**src/hdl/chxy_pkg.sv**
```systemverilog
// Shared types, constants and angle helpers for the compass heading block.
package chxy_pkg;

	// Angle resolution kept from the 32-bit accumulator, and rotation count
	localparam int ANGLE_BITS   = 16;
	localparam int CORDIC_STEPS = 16;
	localparam int TABLE_SIZE   = 24;
	localparam int STEPS        = (CORDIC_STEPS > TABLE_SIZE) ? TABLE_SIZE : CORDIC_STEPS;

	// Sample and datapath widths
	localparam int SAMPLE_W = 13;
	localparam int PRE_W    = SAMPLE_W + 1;
	localparam int FRAC_W   = 24;
	localparam int CW       = PRE_W + FRAC_W + 2;
	localparam int TURN_W   = 16;
	localparam int DEG_W    = 9;
	localparam int PROD_W   = TURN_W + DEG_W;

	localparam logic [DEG_W-1:0] DEG_PER_TURN = DEG_W'(360);
	localparam logic [31:0]      HALF_TURN    = 32'h8000_0000;

	// Shift amounts taking the accumulator to a 16-bit turn
	localparam int SH_DN = (ANGLE_BITS >= TURN_W) ? ANGLE_BITS - TURN_W : 0;
	localparam int SH_UP = (ANGLE_BITS < TURN_W) ? TURN_W - ANGLE_BITS : 0;

	// atan(2^-i) in units of 2^32 per turn, truncated
	localparam logic [31:0] ATAN_TURN [TABLE_SIZE] = '{
		32'h20000000, 32'h12E4051E, 32'h09FB385B, 32'h051111D4,
		32'h028B0D43, 32'h0145D7E1, 32'h00A2F61E, 32'h00517C55,
		32'h0028BE53, 32'h00145F2F, 32'h000A2F98, 32'h000517CC,
		32'h00028BE6, 32'h000145F3, 32'h0000A2F9, 32'h0000517C,
		32'h000028BE, 32'h0000145F, 32'h00000A2F, 32'h00000517,
		32'h0000028B, 32'h00000145, 32'h000000A2, 32'h00000051
	};

	// One classified sample as it travels from front to back
	typedef struct packed {
		logic signed [PRE_W-1:0] x;
		logic signed [PRE_W-1:0] y;
		logic                    half;
		logic                    zero;
	} chxy_item_t;

	// Reduce the accumulator to a 16-bit binary angle
	function automatic logic [TURN_W-1:0] angle_to_turn(input logic [31:0] z);
		logic [31:0] a;
		a = z >> (32 - ANGLE_BITS);
		return TURN_W'((a >> SH_DN) << SH_UP);
	endfunction

endpackage

```
**src/hdl/compass_heading_from_xy.sv**
```systemverilog
// Compass heading top level: input stream, declination register, result stream.
//
// Use:
//   s_tdata carries one magnetometer sample pair (field_x, field_y); each item
//   accepted on s_tvalid && s_tready yields exactly one result on m_tdata:
//   heading_degrees (0..359, truncated) and heading_turn (65536 per turn),
//   equal to atan2(y, x) plus the declination, wrapped into one turn.
//   cfg_valid/cfg_data write the signed declination offset (binary angle
//   units); cfg_ready is always high. Write it only while the block is idle.
// Pipeline and throughput:
//   An accepted item passes through, in order: front
//   register, queue, load stage, 16 CORDIC micro-rotation stages, angle
//   stage, degree-multiply output register. One item per cycle sustained while
//   m_tready stays high; the rotation pipeline has one stage per micro-rotation.
// Reset:
//   arst_n clears all valid flags and the queue; the declination returns to
//   -70 units. No items are lost or created across a stall.
// Stall:
//   while m_tready is low on a held result, the pipeline holds; the four-entry queue
//   and front register keep accepting until full, then s_tready drops.
module compass_heading_from_xy (
	input  logic        clk,
	input  logic        arst_n,
	input  logic        s_tvalid,
	output logic        s_tready,
	input  logic [31:0] s_tdata,   // field_x[12:0], field_y[25:13], zero pad
	output logic        m_tvalid,
	input  logic        m_tready,
	output logic [31:0] m_tdata,   // heading_degrees[8:0], heading_turn[24:9], zero pad
	input  logic        cfg_valid,
	output logic        cfg_ready,
	input  logic [15:0] cfg_data   // declination_offset, signed
);
	import chxy_pkg::*;

	localparam logic [TURN_W-1:0] DECL_RESET = TURN_W'(-70);

	logic              fr_valid;
	logic              fifo_full;
	logic              fifo_empty;
	logic              fifo_pop;
	chxy_item_t        fr_item;
	chxy_item_t        fifo_item;
	logic [TURN_W-1:0] decl_q;
	logic [DEG_W-1:0]  deg;
	logic [TURN_W-1:0] turn;

	// Hold the declination register
	assign cfg_ready = 1'b1;

	always_ff @(posedge clk or negedge arst_n) begin
		if (!arst_n) begin
			decl_q <= DECL_RESET;
		end else if (cfg_valid) begin
			decl_q <= cfg_data;
		end
	end

	chxy_front u_front (
		.clk        (clk),
		.arst_n     (arst_n),
		.in_valid   (s_tvalid),
		.in_ready   (s_tready),
		.in_data    (s_tdata),
		.item_valid (fr_valid),
		.item_ready (!fifo_full),
		.item       (fr_item)
	);

	chxy_fifo u_fifo (
		.clk       (clk),
		.arst_n    (arst_n),
		.push      (fr_valid),
		.push_item (fr_item),
		.full      (fifo_full),
		.pop       (fifo_pop),
		.pop_item  (fifo_item),
		.empty     (fifo_empty)
	);

	chxy_cordic u_cordic (
		.clk         (clk),
		.arst_n      (arst_n),
		.src_empty   (fifo_empty),
		.src_item    (fifo_item),
		.src_pop     (fifo_pop),
		.declination (decl_q),
		.res_valid   (m_tvalid),
		.res_ready   (m_tready),
		.res_degrees (deg),
		.res_turn    (turn)
	);

	// Pack the result item
	assign m_tdata = {7'b0, turn, deg};

endmodule

```
**src/hdl/chxy_front.sv**
```systemverilog
// Front end: takes sample pairs, folds the left half-plane and flags the origin.
module chxy_front (
	input  logic                       clk,
	input  logic                       arst_n,
	input  logic                       in_valid,
	output logic                       in_ready,
	input  logic [31:0]                in_data,   // field_x[12:0], field_y[25:13]
	output logic                       item_valid,
	input  logic                       item_ready,
	output chxy_pkg::chxy_item_t       item
);
	import chxy_pkg::*;

	logic signed [SAMPLE_W-1:0] fx;
	logic signed [SAMPLE_W-1:0] fy;
	logic signed [PRE_W-1:0]    ex;
	logic signed [PRE_W-1:0]    ey;
	chxy_item_t                 cls;
	logic                       vld_s1;
	chxy_item_t                 item_s1;

	// Classify the incoming pair
	always_comb begin
		fx       = in_data[SAMPLE_W-1:0];
		fy       = in_data[2*SAMPLE_W-1:SAMPLE_W];
		ex       = PRE_W'(fx);
		ey       = PRE_W'(fy);
		cls.half = fx[SAMPLE_W-1];
		cls.zero = (fx == '0) && (fy == '0);
		cls.x    = cls.half ? -ex : ex;
		cls.y    = cls.half ? -ey : ey;
	end

	assign in_ready   = !vld_s1 || item_ready;
	assign item_valid = vld_s1;
	assign item       = item_s1;

	// Hold the classified item until the queue takes it
	always_ff @(posedge clk or negedge arst_n) begin
		if (!arst_n) begin
			vld_s1 <= 1'b0;
		end else if (in_ready) begin
			vld_s1 <= in_valid;
		end
	end

	always_ff @(posedge clk) begin
		if (in_ready && in_valid) begin
			item_s1 <= cls;
		end
	end

endmodule

```
**src/hdl/chxy_fifo.sv**
```systemverilog
// Short queue between the front end and the rotation pipeline.
module chxy_fifo (
	input  logic                  clk,
	input  logic                  arst_n,
	input  logic                  push,
	input  chxy_pkg::chxy_item_t  push_item,
	output logic                  full,
	input  logic                  pop,
	output chxy_pkg::chxy_item_t  pop_item,
	output logic                  empty
);
	import chxy_pkg::*;

	localparam int DEPTH = 4;
	localparam int AW    = $clog2(DEPTH);

	chxy_item_t      mem [DEPTH];
	logic [AW-1:0]   wr_ptr_q;
	logic [AW-1:0]   rd_ptr_q;
	logic [AW:0]     count_q;
	logic            do_push;
	logic            do_pop;

	assign full     = (count_q == (AW+1)'(DEPTH));
	assign empty    = (count_q == '0);
	assign do_push  = push && !full;
	assign do_pop   = pop && !empty;
	assign pop_item = mem[rd_ptr_q];

	// Store incoming items
	always_ff @(posedge clk) begin
		if (do_push) begin
			mem[wr_ptr_q] <= push_item;
		end
	end

	// Advance pointers and occupancy
	always_ff @(posedge clk or negedge arst_n) begin
		if (!arst_n) begin
			wr_ptr_q <= '0;
			rd_ptr_q <= '0;
			count_q  <= '0;
		end else begin
			if (do_push) begin
				wr_ptr_q <= wr_ptr_q + 1'b1;
			end
			if (do_pop) begin
				rd_ptr_q <= rd_ptr_q + 1'b1;
			end
			case ({do_push, do_pop})
				2'b10:   count_q <= count_q + 1'b1;
				2'b01:   count_q <= count_q - 1'b1;
				default: count_q <= count_q;
			endcase
		end
	end

endmodule

```
**src/hdl/chxy_cordic.sv**
```systemverilog
// Back end: CORDIC vectoring pipeline, declination add and degree scaling.
module chxy_cordic (
	input  logic                       clk,
	input  logic                       arst_n,
	input  logic                       src_empty,
	input  chxy_pkg::chxy_item_t       src_item,
	output logic                       src_pop,
	input  logic [chxy_pkg::TURN_W-1:0] declination,
	output logic                       res_valid,
	input  logic                       res_ready,
	output logic [chxy_pkg::DEG_W-1:0] res_degrees,
	output logic [chxy_pkg::TURN_W-1:0] res_turn
);
	import chxy_pkg::*;

	logic                 adv;
	logic                 vld_s   [STEPS+1];
	logic signed [CW-1:0] x_s     [STEPS+1];
	logic signed [CW-1:0] y_s     [STEPS+1];
	logic [31:0]          z_s     [STEPS+1];
	logic                 zero_s  [STEPS+1];
	logic                 vld_t_q;
	logic [TURN_W-1:0]    turn_t_q;
	logic [PROD_W-1:0]    prod;
	logic                 out_vld_q;
	logic [DEG_W-1:0]     deg_q;
	logic [TURN_W-1:0]    turn_q;

	// Whole pipeline moves when the output slot is free or being taken
	assign adv     = !out_vld_q || res_ready;
	assign src_pop = adv && !src_empty;

	// Load stage: scale samples into the fixed-point datapath
	always_ff @(posedge clk or negedge arst_n) begin
		if (!arst_n) begin
			vld_s[0] <= 1'b0;
		end else if (adv) begin
			vld_s[0] <= !src_empty;
		end
	end

	always_ff @(posedge clk) begin
		if (src_pop) begin
			x_s[0]    <= CW'($signed({src_item.x, {FRAC_W{1'b0}}}));
			y_s[0]    <= CW'($signed({src_item.y, {FRAC_W{1'b0}}}));
			z_s[0]    <= src_item.half ? HALF_TURN : 32'h0;
			zero_s[0] <= src_item.zero;
		end
	end

	// Micro-rotations, one per stage
	for (genvar i = 0; i < STEPS; i++) begin : g_rot
		logic signed [CW-1:0] xs;
		logic signed [CW-1:0] ys;

		assign xs = x_s[i] >>> i;
		assign ys = y_s[i] >>> i;

		always_ff @(posedge clk or negedge arst_n) begin
			if (!arst_n) begin
				vld_s[i+1] <= 1'b0;
			end else if (adv) begin
				vld_s[i+1] <= vld_s[i];
			end
		end

		always_ff @(posedge clk) begin
			if (adv && vld_s[i]) begin
				zero_s[i+1] <= zero_s[i];
				if (!y_s[i][CW-1]) begin
					x_s[i+1] <= x_s[i] + ys;
					y_s[i+1] <= y_s[i] - xs;
					z_s[i+1] <= z_s[i] + ATAN_TURN[i];
				end else begin
					x_s[i+1] <= x_s[i] - ys;
					y_s[i+1] <= y_s[i] + xs;
					z_s[i+1] <= z_s[i] - ATAN_TURN[i];
				end
			end
		end
	end

	// Reduce to a binary angle and add declination
	always_ff @(posedge clk or negedge arst_n) begin
		if (!arst_n) begin
			vld_t_q <= 1'b0;
		end else if (adv) begin
			vld_t_q <= vld_s[STEPS];
		end
	end

	always_ff @(posedge clk) begin
		if (adv && vld_s[STEPS]) begin
			turn_t_q <= (zero_s[STEPS] ? TURN_W'(0) : angle_to_turn(z_s[STEPS])) + declination;
		end
	end

	// Scale to degrees and hold the result for the receiver
	assign prod = PROD_W'(turn_t_q) * PROD_W'(DEG_PER_TURN);

	always_ff @(posedge clk or negedge arst_n) begin
		if (!arst_n) begin
			out_vld_q <= 1'b0;
		end else if (adv) begin
			out_vld_q <= vld_t_q;
		end
	end

	always_ff @(posedge clk) begin
		if (adv && vld_t_q) begin
			deg_q  <= prod[PROD_W-1:TURN_W];
			turn_q <= turn_t_q;
		end
	end

	assign res_valid   = out_vld_q;
	assign res_degrees = deg_q;
	assign res_turn    = turn_q;

endmodule

```
**config.mk**
```make
export PLATFORM = sky130hd
export DESIGN_NAME = compass_heading_from_xy
export DESIGN_NICKNAME = d
export VERILOG_FILES = /design/src/hdl/chxy_pkg.sv /design/src/hdl/compass_heading_from_xy.sv /design/src/hdl/chxy_front.sv /design/src/hdl/chxy_fifo.sv /design/src/hdl/chxy_cordic.sv
export SDC_FILE = /design/constraint.sdc
export NUM_CORES = 2
export LEC_CHECK = 0
export BUFFER_PORTS_ARGS = -buffer_cell sky130_fd_sc_hd__buf_2
export CORE_MARGIN = 10
export CORE_UTILIZATION = 50
export DETAILED_ROUTE_END_ITERATION = 10
export PLACE_DENSITY = 0.66
export REMOVE_ABC_BUFFERS = 1
export SLEW_MARGIN = 20
export SYNTH_ARGS = -nofsm -noshare
export SYNTH_HDL_FRONTEND = slang
export SYNTH_SLANG_ARGS = --single-unit
```
**constraint.sdc**
```tcl
create_clock -name clk -period 10.45 [get_ports clk]
set_input_delay 1.5675 -clock clk [delete_from_list [all_inputs] [get_ports clk]]
set_output_delay 1.5675 -clock clk [all_outputs]
set_load 0.01 [all_outputs]
```
======== Word level (Yosys, flattened, before mapping) ========
Memories as Yosys holds them, arrays and structs flattened.
Index checks and enable logic that the tools add are counted.
word-level totals
  register bits ........................... 114
  bits in writable memories ............... 2041
  input bits .............................. 53
  output and inout bits ................... 35
  logic and storage cells ................. 409
  memories ................................ 5
cells by class
  add/subtract/negate cells ............... 102
  multipliers ............................. 1
  equality and inequality tests ........... 3
  mux-type cells .......................... 185
  bitwise logic cells ..................... 48
  reductions and logical operators ........ 33
memories
  name             words  width  read ports  clocked after Yosys merged registers in  write ports  line               text
  u_cordic.x_s     17     40     16          0                                        17           chxy_cordic.sv:18  logic signed [CW-1:0] x_s [STEPS+1];
  u_cordic.y_s     17     40     16          0                                        17           chxy_cordic.sv:19  logic signed [CW-1:0] y_s [STEPS+1];
  u_cordic.z_s     17     32     17          0                                        17           chxy_cordic.sv:20  logic [31:0] z_s [STEPS+1];
  u_fifo.mem       4      30     1           0                                        1            chxy_fifo.sv:17    chxy_item_t mem [DEPTH];
  u_cordic.zero_s  17     1      17          0                                        17           chxy_cordic.sv:21  logic zero_s [STEPS+1];
operators by type and width
  operator                      count
  two-way mux 40 bit            32
  two-way mux 32 bit            17
  two-way mux 1 bit             132
  adder 40 x 25 -> 40 bit       2
  adder 40 x 26 -> 40 bit       2
  adder 40 x 27 -> 40 bit       2
  adder 40 x 28 -> 40 bit       2
  adder 40 x 29 -> 40 bit       2
  adder 40 x 30 -> 40 bit       2
  adder 40 x 31 -> 40 bit       2
  adder 40 x 32 -> 40 bit       2
  adder 40 x 33 -> 40 bit       2
  adder 40 x 34 -> 40 bit       2
  adder 40 x 35 -> 40 bit       2
  adder 40 x 36 -> 40 bit       2
  adder 40 x 37 -> 40 bit       2
  adder 40 x 38 -> 40 bit       2
  adder 40 x 39 -> 40 bit       2
  subtractor 40 x 25 -> 40 bit  2
  subtractor 40 x 26 -> 40 bit  2
  subtractor 40 x 27 -> 40 bit  2
  subtractor 40 x 28 -> 40 bit  2
  subtractor 40 x 29 -> 40 bit  2
  subtractor 40 x 30 -> 40 bit  2
  other kinds (63)              149

======== Logic depth before layout (Yosys ltp) ========
  depth after elaboration ................. 6
  depth in mapped cells ................... 24
  mapped depth without buffers ............ 22

======== By module ========
Synthesis repeated with hierarchy kept, for this count alone.
unflattened totals
  cell total of the unflattened synthesis .. 12683
  area total of the unflattened synthesis .. 125744.3 um2
modules (own cells, without submodules)
  module                   times used  cells an instance  area an instance (um2)  sequential area each (um2)
  chxy_cordic              1           12328              118623.8                42095.4
  chxy_fifo                1           194                4798.4                  3778.6
  chxy_front               1           116                1585.3                  925.9
  compass_heading_from_xy  1           45                 737.0                   416.6

======== Worst setup path before layout ========
Ideal clock, no wire load.
  path type ............................... input to register
  start point ............................. input m_tready
  end point ............................... memory u_cordic.y_s[10][24] (netlist name), data pin
  setup time .............................. 0.265 ns
  arrival ................................. 9.891 ns
  required time ........................... 10.185 ns
  path slack .............................. 0.294 ns
  stages .................................. 22
  cell sequence ........................... nand2b_1 -> buf_2 -> buf_2 -> clkbuf_1 -> and2_1 -> clkbuf_1 -> nand2_1 -> clkinv_1 -> clkbuf_1 -> nor2_1 -> xor2_1 -> ha_1 -> a211oi_1 -> o21ai_0 -> a2111oi_0 -> nor4_1 -> or2_2 -> a21oi_1 -> o21bai_1 -> a21oi_1 -> o21ai_0 -> xor2_1
RTL lines
  what             line                           text
  start, declared  compass_heading_from_xy.sv:28  input logic m_tready,
  end, declared    chxy_cordic.sv:19

==> flow_summary.toml <==
[run_status]
status = "completed"

[worst_setup_path]
criticalPathCategory = "input pin to flop"
required_ns = 11.06
end_kind = "flop"
worstPathMaxFanout = 44
reg2reg_depth = 21
cp-start-kind = "input pin"
arrival_ns = 7.75

[layout]
multi_input_area_sq_um = 75100
fin_cells = 16211
area_growth_pct = 8.26
layout-drive-gt1-share_pct = 4.95
final_nets = 14217
layout_common_cells = "edfxtp_1 (1,536), ha_1 (1,380), xnor2_1 (1,160)"
regArea_sq_um = 47200
final_common_cell = "edfxtp_1"
nFillCells = 21852

[floorplan]
die-area_sq_um = 271000
core_region_area_sq_um = 249000
die_w_microns = 521
io_pins = 88
initial_utilization_pct = 50.3
die_y_microns = 521
num_rows = 183

[synth]
synth_area_sq_um = 125000
postSynth.asyncResetShare_pct = 2.72
synthFlopType = "edfxtp_1"
avgSynthCellArea_sq_um = 9.91
netlist_instances = 12649
ys_seq_elements = 1579
synth_edf_count = 1536
synth-seq-area-share_pct = 37.7
synth.distinct_cells = 107
ys_warn_count = 0

[flow_run]
cap_violations = 0

[drt]
drc = 0
avgRoutedWirePerCell_microns = 20.0
wl_mm = 325
ant_nets = 0
first_pass_iters = 8
vias_per_cell = 5.92
vias = 95987
drtIter0Drc = 6476

[placement]
place_inst = 15871
portBuffers = 73
hpwl_mm = 260
gp_congestion = 0.962

[worst_hold_path]
hold_depth = 0
hp-class = "flop to flop"

[sta]
finalHoldViolations = 0
drv_slew = 0
timing.fmax_mhz = 140
tightest_slew_ns = 1.01
min_period_over_period_pct = 68.4
setup_viol = 0
min_period_ns = 7.14
final.setup_skew_ns = 0.0873
slew_headroom_pct = 31.2
rsz0062_at_grt = "no"

[global_routing]
grt_max_degree = 76
grt-ovfl-total = 0
grtUsageTotal_pct = 23.1
grt_pass1_vias = 94829
antenna_found_initial = 3
grt_pass1_wl_mm = 515

[cts]
cts_buffer_depth = 3
cts-root-buf = "clkbuf_16"
clock_latency_ns = 0.89
cts_setup_buffers = 0
cts_tree = "built"
htreeDepth = 4
cts_buffers = 180
clk_pin_slew_ns = 0.06
ctsResizeCount = 0
cts_hold_buf = 0
clock_sinks = 1579
==> per-layer routing <==
layer | up-vias | share of wire, % | global-route usage [%]
li1 | 47119 | - | -
met4 | 2 | 3.7 | 8.28
met2 | 2219 | 49 | 40.6
met5 | - | 0.0022 | 0
met3 | 561 | 4.3 | 2.68
met1 | 46086 | 43 | 29.3
==> metrics by stage <==
stage	area (sq um)	setup WS, ns	hold WS [ns]	TNS (ns)	utilization, %
after floorplan	124000	-0.544	0.400	-6.19	-
after global placement	129000	2.48	0.402	0	52.0
after detailed placement	129000	2.38	0.405	0	52.0
after CTS	136000	3.33	0.405	0	54.5
after global routing	136000	2.80	0.419	0	54.5
final	136000	3.31	0.415	0	54.5
==> path summary, 6_finish.rpt <==
path	start	end	slack [ns]
worst max register to register	u_cordic.res_valid	u_cordic.y_s[9][37]	3.74
worst min-delay path	u_cordic.zero_s[0][14]	u_cordic.zero_s[0][15]	0.42
worst max-delay path	m_tready	u_cordic.y_s[9][37]	3.31
min in group asynchronous	arst_n	decl_q[14]	0.75
worst min register to register	u_cordic.zero_s[0][14]	u_cordic.zero_s[0][15]	0.42
max in group asynchronous	arst_n	u_fifo.rd_ptr_q[0]	8.78
==> sequential cells by signal, summed over array words and instances (netlist names), 16 cells and up <==
signal             count
u_cordic.zero_s       17
u_cordic.turn_t_q     16
u_cordic.z_s         424
u_cordic.vld_s        17
decl_q                16
u_front.item          30
u_fifo.mem           120
u_cordic.res_turn     16
u_cordic.y_s         458
u_cordic.x_s         446
==> cell usage after synthesis (all sizes together), types with 103 or more instances <==
library cell | n | share of area (%)
nor2b | 206 | 1.0
nand4 | 129 | 0.64
nor3 | 260 | 1.0
o21bai | 151 | 0.90
o31ai | 185 | 1.1
o21a | 170 | 1.0
or3 | 108 | 0.54
nor2 | 862 | 2.6
inv | 549 | 1.6
ha | 1380 | 14
clkbuf | 208 | 0.62
and3 | 103 | 0.52
xor2 | 639 | 4.5
a21o | 565 | 3.4
nand3 | 188 | 0.75
a31oi | 113 | 0.58
nand2 | 818 | 2.4
a21oi | 1146 | 4.6
edfxtp | 1536 | 37
o21ai | 740 | 3.0
xnor2 | 1160 | 8.1
nand2b | 222 | 1.1
==> layout make-up <==
class | instances | share of cell area [%]
Clock buffer | 221 | 3.48
Antenna cell | 2 | 0.00369
Inverter | 555 | 1.54
Clock inverter | 116 | 1.12
Tap cell | 3330 | 3.07
Multi-Input combinational cell | 10274 | 55.4
Timing Repair Buffer | 134 | 0.621
Sequential cell | 1579 | 34.8
==> logic make-up (layout without fill, tap and decap cells) <==
family	count (synthesis)	in the layout	synth area share, %
compound gates	3664	3664	18.7
xor+xnor	1800	1800	12.6
fa+ha+maj	1440	1440	14.7
buf+inv	803	1026	2.44
flops	1579	1579	37.7
mux	105	105	1.18
other cells	2	11	0.00599
simple gates	3256	3256	12.7
==> worst max-delay path, stage by stage <==
cell and delay [ns]:
buf_2 0.12, nand2b_2 0.29, buf_4 0.48, nand2_1 0.48, inv_4 0.56, nand2_1 0.25
inv_2 0.25, buf_4 0.46, a21oi_1 0.11, xor2_1 0.18, ha_1 0.36, o21ai_0 0.10
nor2_1 0.06, or4_1 0.42, a31o_2 0.26, a31o_2 0.23, a21oi_1 0.26, nor4b_1 0.13
nor3_1 0.43, nor4_1 0.18, o41ai_1 0.41, xnor2_1 0.11
Power is left out: the tool's default activity adds up to more than one toggle a clock period on the data nets, which glitch-free logic cannot reach.
